File: src/rtl/klst_pkg.sv
// shared types and constants for the keyed latency statistics table
// no dependencies; imported by every module of the block
`default_nettype none

package klst_pkg;

  localparam int TABLE_DEPTH = 512;
  localparam int IDX_W = (TABLE_DEPTH > 1) ? $clog2(TABLE_DEPTH) : 1;
  localparam int CNT_W = $clog2(TABLE_DEPTH + 1);

  localparam int PID_W  = 32;
  localparam int CID_W  = 10;
  localparam int KEY_W  = PID_W + CID_W;
  localparam int DUR_W  = 48;
  localparam int SUM_W  = 64;
  localparam int CALL_W = 32;
  localparam int ERR_W  = 32;
  localparam int TOT_W  = 32;
  localparam int SLOT_W = 9;

  typedef enum logic [1:0] {
    ST_HIT  = 2'd0,
    ST_NEW  = 2'd1,
    ST_FULL = 2'd2,
    ST_IGN  = 2'd3
  } status_t;

  typedef enum logic [1:0] {
    S_IDLE,
    S_SCAN,
    S_FIN
  } state_t;

  typedef struct packed {
    logic [CALL_W-1:0] count;
    logic [SUM_W-1:0]  sum;
    logic [DUR_W-1:0]  peak;
    logic [ERR_W-1:0]  errors;
  } stats_t;

  // controller to datapath
  typedef struct packed {
    logic load_item;
    logic scan;
    logic take_hit;
    logic take_new;
    logic take_full;
    logic take_ignore;
    logic finish;
  } dp_cmd_t;

  // datapath to controller
  typedef struct packed {
    logic item_ok;
    logic hit;
    logic scan_end;
    logic room;
    logic out_free;
  } dp_stat_t;

endpackage

`default_nettype wire

File: src/rtl/klst_ctrl.sv
// controller state machine: accept, key scan, result hand-off
// depends on klst_pkg
`default_nettype none

module klst_ctrl
  import klst_pkg::*;
(
  input  wire logic     clk,
  input  wire logic     rst,
  input  wire logic     in_valid,
  output logic          in_stall,
  input  wire dp_stat_t st,
  output dp_cmd_t       cmd
);

  state_t state, state_next;

  always_ff @(posedge clk) begin
    if (rst) begin
      state <= S_IDLE;
    end else begin
      state <= state_next;
    end
  end

  always_comb begin
    state_next = state;
    cmd        = '0;
    in_stall   = 1'b1;
    case (state)
      S_IDLE: begin
        in_stall = 1'b0;
        if (in_valid) begin
          cmd.load_item = 1'b1;
          state_next    = S_SCAN;
        end
      end
      S_SCAN: begin
        cmd.scan = 1'b1;
        if (!st.item_ok) begin
          cmd.take_ignore = 1'b1;
          state_next      = S_FIN;
        end else if (st.hit) begin
          cmd.take_hit = 1'b1;
          state_next   = S_FIN;
        end else if (st.scan_end) begin
          if (st.room) begin
            cmd.take_new = 1'b1;
          end else begin
            cmd.take_full = 1'b1;
          end
          state_next = S_FIN;
        end
      end
      S_FIN: begin
        if (st.out_free) begin
          cmd.finish = 1'b1;
          state_next = S_IDLE;
        end
      end
      default: begin
        state_next = S_IDLE;
      end
    endcase
  end

  a_one_outcome: assert property (@(posedge clk) disable iff (rst)
    $onehot0({cmd.take_hit, cmd.take_new, cmd.take_full, cmd.take_ignore}))
    else $error("more than one outcome chosen for one item");

  a_stall_busy: assert property (@(posedge clk) disable iff (rst)
    (state != S_IDLE) |-> in_stall)
    else $error("input open while an item is in work");

  a_finish_state: assert property (@(posedge clk) disable iff (rst)
    cmd.finish |-> (state == S_FIN))
    else $error("result loaded outside the hand-off state");

endmodule

`default_nettype wire

File: config.mk
export PLATFORM = sky130hd
export DESIGN_NAME = klst_ctrl
export DESIGN_NICKNAME = d
export VERILOG_FILES = /design/src/rtl/klst_pkg.sv /design/src/rtl/klst_ctrl.sv
export SDC_FILE = /design/constraint.sdc
export NUM_CORES = 1
export LEC_CHECK = 0
export ABC_AREA = 1
export BUFFER_PORTS_ARGS = -buffer_cell sky130_fd_sc_hd__buf_2
export CAP_MARGIN = 10
export CELL_PAD_IN_SITES_DETAIL_PLACEMENT = 0
export CELL_PAD_IN_SITES_GLOBAL_PLACEMENT = 1
export CORE_AREA = 2 2 39 41
export DETAILED_ROUTE_END_ITERATION = 8
export DIE_AREA = 0 0 41 43
export PLACE_DENSITY_LB_ADDON = 0.1
export SETUP_SLACK_MARGIN = 0.1
export SYNTH_ARGS = -nofsm -noshare
export SYNTH_HDL_FRONTEND = slang
export SYNTH_SLANG_ARGS = --single-unit
export TNS_END_PERCENT = 30
File: constraint.sdc
create_clock -name clk -period 1.5 [get_ports clk]
set_input_delay 0.075 -clock clk [delete_from_list [all_inputs] [get_ports clk]]
set_output_delay 0.075 -clock clk [all_outputs]
set_load 0.005 [all_outputs]
==> results of run 1 <==
==> path summary, 6_finish.rpt <==
kind,to,slack (ns)
max,cmd[3],0.30
min,state[0],0.03
max reg2reg,state[1],0.59
min reg2reg,state[1],0.55
==> layout make-up <==
class | count | area, µm² | share of cell area (%)
clock buffers | 3 | 22.52 | 7.826
inverters | 11 | 41.29 | 14.35
multi-input cells | 18 | 88.84 | 30.87
flip-flops and latches | 2 | 40.04 | 13.91
well taps | 16 | 20.02 | 6.957
repair buffers | 15 | 75.07 | 26.09
==> cells in the mapped netlist <==
master                     n  area [µm²]
sky130_fd_sc_hd__inv_1    11       41.29
sky130_fd_sc_hd__nand2_1   5       18.77
sky130_fd_sc_hd__nor2_1    4       15.01
sky130_fd_sc_hd__a21oi_1   2       10.01
sky130_fd_sc_hd__dfxtp_1   2       40.04
sky130_fd_sc_hd__nand3_1   2       10.01
sky130_fd_sc_hd__nor3_1    2       10.01
sky130_fd_sc_hd__nand2_2   1       6.260
sky130_fd_sc_hd__nor2_2    1       6.260
sky130_fd_sc_hd__nor3b_2   1       12.51
==> per-stage QoR <==
stage,util (%),hold WS (ns),setup WS [ns]
after floorplan,-,0.1441,0.6732
after global placement,19.17,0.2596,0.5195
after detailed placement,19.17,0.2539,0.5231
after CTS,20.80,0.02163,0.2793
after global routing,20.80,0.03367,0.1753
final,20.80,0.02804,0.2994
==> power by group through the flow <==
stage	combinational [µW]	sequential, µW	clock, µW
floorplan	26.5	60.1	0
global placement	50.5	60.8	0
detailed placement	50.3	60.8	0
CTS	50.6	60.2	123
global route	58.5	60.6	131
finish	49.2	60.1	118
==> metal layers <==
layer / wire, µm / vias to the layer above / GRT usage (%) / part of all wire [%]
met3: 42 / 0 / 4.712 / 8.4
met5: 0 / - / 0 / 0
met4: 0 / 0 / 2.000 / 0
met2: 269 / 10 / 10.00 / 54
met1: 185 / 97 / 9.585 / 37
li1: - / 126 / - / -
==> worst max-delay path, cell delays in order, from the launching register on <==
cell and delay [ns]:
sky130_fd_sc_hd__dfxtp_1 0.38, sky130_fd_sc_hd__nand2_2 0.09, sky130_fd_sc_hd__nor2_2 0.09, sky130_fd_sc_hd__inv_1 0.08
sky130_fd_sc_hd__nor3b_2 0.14, sky130_fd_sc_hd__buf_2 0.13
==> logic make-up after synthesis <==
logic type             share of synthesized area [%]
buffers and inverters                          24.26
DFF                                            23.53
AOI/OAI and AO/OA                              5.883
and+or+nand+nor                                46.33
==> results.toml, run 1 <==
[run_status]
result_of_the_run = "completed"

[yosys]
syn_area_per_cell_um2 = 5.489
synth_warnings = 0
post_synth_num_cell_types = 10
mappedNetlistNets = 39
synth_seq_area_share_pct = 23.53
number_of_flip_flops_and_latches_in_the_synthesized_netlist = 2
synthCells = 31
synthesis.area_um2 = 170.2

[die]
floorplan.core_area_um2 = 1384
initial_utilization_pct = 12.30
floorplan.die.width_um = 41
die_height_um = 43
floorplan.io_pins = 16
die_area_um2 = 1763
core.rowCount = 14

[power]
vdd_ir_drop_max_mv = 0.1281
finalPower_uw = 227.6
switchingPower_uw = 59.34
cell_internal_pwr_uw = 168.2
p_per_area_nw_per_um2 = 790.8
p_leak_uw = 0.0001845
clock_power_share_pct = 52.0
switching_share_pct = 26.07
power_frac_comb_pct = 21.6
power_frac_seq_pct = 26.4

[run]
maxCapViolCount = 0

[finish]
final_common_cell = "sky130_fd_sc_hd__buf_2"
n_antenna_cell = 0
final.fill_count = 168
layout.cells.most_common_list = "sky130_fd_sc_hd__buf_2, sky130_fd_sc_hd__inv_1, sky130_fd_sc_hd__nand2_1, sky130_fd_sc_hd__nor2_1, sky130_fd_sc_hd__clkbuf_4"
finish.cell_count_without_fillers = 65
final_layout_size_suffix_gt1_share_pct = 42.86
layout_top_registers = "state: 2 flops"
area_growth_syn_to_layout_pct = 69.12
final_design_area_no_fill_um2 = 287.8
max_ffs_per_register = 2
register_with_the_most_flip_flops = "state"
design.final.nets = 59

[clock_tree]
post_cts.resized_instances = 0
clkTransAtPathRegs_ns = 0.03
tritoncts.num_buffers = 3
cts-hold-fix-buffers = 0
clockBufferDepth = 2
clk_root_buffer_cell = "sky130_fd_sc_hd__clkbuf_4"
cts_sinks = 2
htree_num_levels = 1
clock_insertion_delay_worst_skew_ns = 0.22
tritoncts = "yes"
cts.repair_timing.setup_buffer_count = 0

[grt]
globalRouteOverflowTotal = 0
grt_start_max_net_pins = 5
grt_antenna_before_repair = 0
grt_first_pass_wirelength_um = 903
globalRouteTotalUtil_pct = 7.415
vias_in_the_first_global_route = 229

[setup_path]
path_class = "flip-flop to output pin"
worst_setup_path_start_kind = "flip-flop"
crit_path_start = "state[0]"
worstReg2RegStart = "state[0]"
cp_endpoint_kind = "output pin"
timing.critical_path.arrival_ns = 1.13
critPathMaxFanout = 4
crit_required_ns = 1.42
worst-r2r-cell-count = 5

[timing]
grt_setup_unrepaired = "no"
min_clock_period_post_route_ns = 1.201
timing.final.setup_violations = 0
maxSlewHeadroom_pct = 87.69
worst_clock_skew_ns = 0.0006582
fin_crit_share_pct = 80.04
final_hold_viol_count = 0
worst_pin_slew_ns = 0.1840
report.final.slew_viol_count = 0
fin_tns_setup_ns = 0
maximum_clock_frequency_mhz = 832.9

[worst_hold_path]
hold_path.startpoint = "rst"
type_of_the_worst_min_delay_path = "input pin to flip-flop"
hold_depth = 2

[place]
post-place-cells = 62
port_buffers = 15
place_congestion = 0.6358
place_hpwl_um = 427.1
placedInstanceArea_um2 = 265.3

[route]
drt_first_iter_violations = 4
route.final.wire_length_um = 498
postRouteAntennaNets = 0
routedWlPerCell_um = 7.662
drtPass1Iterations = 2
drcViolationCount = 0
detailroute.via_count = 233
vias_per_cell = 3.585
Note: power is estimated with default switching activity, not from simulation.
==> run 2: changes to the inputs <==
- ABC_AREA: 1 -> 0
- clock period: 1.5 -> 1.1 ns (I/O delays scaled with it)
==> results.toml, run 2 <==
[setup_path]
crit_path_start = "state[1]"
rrSetupSlack_ns = 0.08
worst-r2r-cell-count = 3
timing.critical_path.arrival_ns = 1.12
worstReg2RegStart = "state[1]"
cp_endpoint_kind = "output pin"
crit_end = "cmd[3]"
crit_required_ns = 1.04
worstReg2RegEnd = "state[1]"
critPathMaxFanout = 7
worst_setup_path_start_kind = "flip-flop"
path_class = "flip-flop to output pin"

[die]
floorplan.io_pins = 16
initial_utilization_pct = 12.03
floorplan.die.width_um = 41
floorplan.core_area_um2 = 1384
die_area_um2 = 1763
die_height_um = 43
core.rowCount = 14

[yosys]
post_synth_and_or_nand_nor_area_fraction_pct = 63.16
combinational_family_with_the_most_area_after_synthesis = "simple AND/OR/NAND/NOR gates"
netlist_top_cells_area = "sky130_fd_sc_hd__dfxtp_1, sky130_fd_sc_hd__or3b_1, sky130_fd_sc_hd__and3_1"
synth_area_leader_cell = "sky130_fd_sc_hd__dfxtp_1"
synth_top_cell_area_share_pct = 24.06
share_of_the_synthesized_area_in_compound_gates_ao_oa_aoi_oai_pct = 8.271
synth-edff-count = 0
async_flop_share_pct = 0
synth.top_cells.by_count = "sky130_fd_sc_hd__and3_1, sky130_fd_sc_hd__dfxtp_1, sky130_fd_sc_hd__inv_1, sky130_fd_sc_hd__or3b_1"
syn_area_per_cell_um2 = 8.758
number_of_flip_flops_and_latches_in_the_synthesized_netlist = 2
post_synth_fa_ha_maj_area_fraction_pct = 0
synth_warnings = 0
post_synth_num_cell_types = 15
post_synth_mux_area_share_pct = 0
synth_seq_area_share_pct = 24.06
synthCells = 19
yosys.area_share.xor_xnor_pct = 0
dominantRegCellSynth = "sky130_fd_sc_hd__dfxtp_1"
mappedNetlistNets = 27
synthesis.area_um2 = 166.4

[grt]
grt_antenna_before_repair = 0
vias_in_the_first_global_route = 226
globalRouteOverflowTotal = 0
grt_first_pass_wirelength_um = 841
globalRouteTotalUtil_pct = 7.315
grt_start_max_net_pins = 8

[timing]
worst_clock_skew_ns = 0.002227
maxSlewHeadroom_pct = 81.78
fin_ws_ns = -0.07649
report.final.slew_viol_count = 0
fin_crit_share_pct = 107.0
final.hold.worst_slack_ns = 0.1347
timing.final.setup_violations = 5
min_clock_period_post_route_ns = 1.176
grt_setup_unrepaired = "yes"
maximum_clock_frequency_mhz = 850.0
final_hold_viol_count = 0
worst_pin_slew_ns = 0.2695

[clock_tree]
cts_sinks = 2
clk_root_buffer_cell = "sky130_fd_sc_hd__clkbuf_4"
tritoncts = "yes"
clockBufferDepth = 2
clock_insertion_delay_worst_skew_ns = 0.23
htree_num_levels = 1
tritoncts.num_buffers = 3
clkTransAtPathRegs_ns = 0.03

[finish]
final_layout_size_suffix_gt1_share_pct = 71.05
n_antenna_cell = 0
final_common_cell = "sky130_fd_sc_hd__buf_2"
layout.cells.most_common_list = "sky130_fd_sc_hd__buf_2, sky130_fd_sc_hd__clkbuf_4"
final.fill_count = 161
fin_util_pct = 23.24
layout_top_registers = "state: 2 flops"
flip_flop_and_latch_area_um2 = 47.55
register_with_the_most_flip_flops = "state"
max_ffs_per_register = 2
design.final.nets = 48
area_growth_syn_to_layout_pct = 93.23
multi_input_comb_area_um2 = 128.9

[power]
p_leak_uw = 0.0001698
vdd_ir_drop_max_mv = 0.2235
p_per_area_nw_per_um2 = 988.8

[route]
drt_first_iter_violations = 3
vias_per_cell = 3.944
route.final.wire_length_um = 494
drtPass1Iterations = 2
routedWlPerCell_um = 9.148
detailroute.via_count = 213
drcViolationCount = 0
postRouteAntennaNets = 0

[run_status]
result_of_the_run = "finished, violations left"
violations = "negative setup slack"

[place]
place_congestion = 0.5915
port_buffers = 15

[run]
maxCapViolCount = 0

[worst_hold_path]
type_of_the_worst_min_delay_path = "input pin to flip-flop"
hold_path.startpoint = "rst"
[run 2: changes by cell type after synthesis, sizes merged, moves of 2 or more]
cell   delta
or3b      +2
nand2     -6
and3      +2
nand3     -2
a21oi     -2
nor2      -4
inv       -9
and3b     +2
nor3      -2
[run 2: per-stage QoR]
| step | worst slack (ns) | setup TNS (ns) | power [µW] | cell area [µm²] | cells |
|---|---|---|---|---|---|
| finish | -0.07649 | -0.1985 | 318.0 | 321.6 | 54 |
| global route | -0.1062 | -0.4466 | 339.6 | 321.6 | 54 |
| CTS | -0.08098 | -0.2565 | 327.8 | 307.8 | 54 |
| detailed placement | 0.09957 | 0 | 148.4 | 261.5 | 50 |
| global placement | 0.09078 | 0 | 149.4 | 261.5 | 50 |
| floorplan | 0.1540 | 0 | 113.0 | 166.4 | 19 |
[run 2: worst min-delay path by stage]
stage                     endpoint  slack [ns]  cells past startpoint
after detailed placement    cmd[1]        0.36                      3
final                     state[0]        0.13                      3
after global placement      cmd[1]        0.37                      3
after global routing      state[0]        0.15                      3
after CTS                 state[0]        0.13                      3
after floorplan             cmd[1]        0.14                      1
[run 2: layout make-up]
cell class                 instances  area share (%)
multi-input combinational         15           40.08
timing repair buffer              16           29.57
sequential                         2           14.79
clock buffer                       3           7.004
tap                               16           6.226
inverter                           2           2.335
[run 2: logic make-up after synthesis]
kind of cell | count (synthesis)
compound gates | 2
buf+inv | 2
flops | 2
simple gates | 13
[run 2: layer usage]
metal  wire length [µm]  global-route usage, %  up-vias
met4                  0                  10.00        0
met1                192                  7.987       92
met3                 45                      0        0
met5                  0                      0        -
li1                   -                      -      111
met2                256                  10.31       10
[run 2: worst max-delay path, cell delays in order (launching register included)]
cell and delay (ns):
sky130_fd_sc_hd__dfxtp_4 0.35, sky130_fd_sc_hd__and4bb_2 0.29, sky130_fd_sc_hd__and3_4 0.17, sky130_fd_sc_hd__buf_6 0.08
[run 2: timing repair]
item / CTS / global route
setup endpoints to repair: 9 / 10
hold buffers: 0 / 0
pin swaps: 4 / 2
gates resized for setup: 6 / 3
setup buffers: 1 / 0
[run 2: power breakdown]
group	internal [µW]	switching [µW]	total, µW
clock network	121	44.3	165
logic	42.9	26.2	69.1
registers	77.2	6.72	83.9
==> run 3: changes to the inputs <==
- CORE_AREA: 2 2 39 41 -> 4 4 41 43
- DIE_AREA: 0 0 41 43 -> 0 0 45 47
- RECOVER_POWER: unset -> 25
==> results.toml, run 3 (synthesis gave the netlist of run 2 again) <==
[power]
p_per_area_nw_per_um2 = 1025
p_leak_uw = 0.0001717
vdd_ir_drop_max_mv = 0.2820

[die]
die_area_um2 = 2115
core.rowCount = 13
floorplan.core_area_um2 = 1301
floorplan.die.width_um = 45
initial_utilization_pct = 12.79
floorplan.io_pins = 16
die_height_um = 47

[finish]
final.fill_count = 157
area_growth_syn_to_layout_pct = 87.97
layout_top_registers = "state: 2 flops"
n_antenna_cell = 0
register_with_the_most_flip_flops = "state"
design.final.nets = 48
final_layout_size_suffix_gt1_share_pct = 68.42
max_ffs_per_register = 2
layout.cells.most_common_list = "sky130_fd_sc_hd__buf_2, sky130_fd_sc_hd__clkbuf_4, sky130_fd_sc_hd__inv_1, sky130_fd_sc_hd__or3b_1, sky130_fd_sc_hd__buf_6"
final_common_cell = "sky130_fd_sc_hd__buf_2"

[timing]
fin_crit_share_pct = 105.1
final_hold_viol_count = 0
worst_pin_slew_ns = 0.2391
timing.final.setup_violations = 5
maximum_clock_frequency_mhz = 864.9
grt_setup_unrepaired = "yes"
report.final.slew_viol_count = 0
fin_tns_setup_ns = -0.1296
min_clock_period_post_route_ns = 1.156
final.hold.worst_slack_ns = 0.1249
maxSlewHeadroom_pct = 83.84
fin_ws_ns = -0.05627
worst_clock_skew_ns = 0.006656

[clock_tree]
cts_sinks = 2
clockBufferDepth = 2
tritoncts.num_buffers = 3
htree_num_levels = 1
clkTransAtPathRegs_ns = 0.03
tritoncts = "yes"
clock_insertion_delay_worst_skew_ns = 0.23
clk_root_buffer_cell = "sky130_fd_sc_hd__clkbuf_4"

[route]
vias_per_cell = 4.075
drcViolationCount = 0
route.final.wire_length_um = 541
drt_first_iter_violations = 0
postRouteAntennaNets = 0
detailroute.via_count = 216
drtPass1Iterations = 1
routedWlPerCell_um = 10.21

[place]
place_congestion = 0.5588
place_hpwl_um = 422
placement.setup.worst_slack_ns = 0.1038
port_buffers = 15

[run_status]
result_of_the_run = "finished, violations left"
violations = "negative setup slack"

[setup_path]
timing.critical_path.arrival_ns = 1.10
cp_endpoint_kind = "output pin"
worst_setup_path_start_kind = "flip-flop"
critPathMaxFanout = 5
path_class = "flip-flop to output pin"
crit_required_ns = 1.04

[grt]
grt_antenna_before_repair = 0
grt_first_pass_wirelength_um = 945
vias_in_the_first_global_route = 234
grt_start_max_net_pins = 8
globalRouteTotalUtil_pct = 6.693
globalRouteOverflowTotal = 0

[run]
maxCapViolCount = 0

[worst_hold_path]
type_of_the_worst_min_delay_path = "input pin to flip-flop"
[run 3: cell counts in the layout (fill, tap and decap cells not counted)]
Identical to the previous run, type by type.
[run 3: metal layers]
layer	routed length, µm	track usage (%)	up-vias
met5	0	0	-
met4	0	8.772	0
met3	43	2.682	0
met2	281	9.322	9
met1	217	6.757	97
li1	-	-	110
[run 3: critical path: stages (launching register included)]
cell and delay (ns):
sky130_fd_sc_hd__dfxtp_4 0.34, sky130_fd_sc_hd__and4bb_2 0.29, sky130_fd_sc_hd__and3b_1 0.15, sky130_fd_sc_hd__buf_2 0.10
[run 3: power by group]
group / switching [µW] / internal [µW]
logic: 27.0 / 42.9
clock network: 45.2 / 121
registers: 6.67 / 78.2
[run 3: layout make-up]
type                       count  area (µm²)  area share [%]
tap                           15       18.77           6.000
inverter                       2       7.507           2.400
multi-input combinational     15       123.9           39.60
timing repair buffer          16       95.09           30.40
clock buffer                   3       22.52           7.200
sequential                     2       45.04           14.40
[run 3: timing repair]
action                     CTS  global route
hold buffers                 0             0
setup endpoints to repair    8             9
resized for setup            4             3
pin swaps                    6             5
buffers inserted             1             0
[run 3: path summary, 6_finish.rpt]
| path | end | slack [ns] | cells past startpoint | startpoint |
|---|---|---|---|---|
| worst max register to register | state[0] | 0.09 | 3 | state[1] |
| worst min-delay path | state[0] | 0.12 | 3 | rst |
| worst min register to register | state[0] | 0.53 | 2 | state[1] |
| worst max-delay path | cmd[2] | -0.06 | 3 | state[1] |
[run 3: through the flow]
step / utilization [%] / cells / total power, µW / cell area (µm²)
after floorplan: - / 19 / 113.0 / 166.4
after global placement: 20.00 / 49 / 148.9 / 260.3
after detailed placement: 20.00 / 49 / 148.9 / 260.3
after CTS: 22.69 / 53 / 329.2 / 295.3
after global routing: 24.04 / 53 / 357.3 / 312.8
final: 24.04 / 53 / 320.6 / 312.8
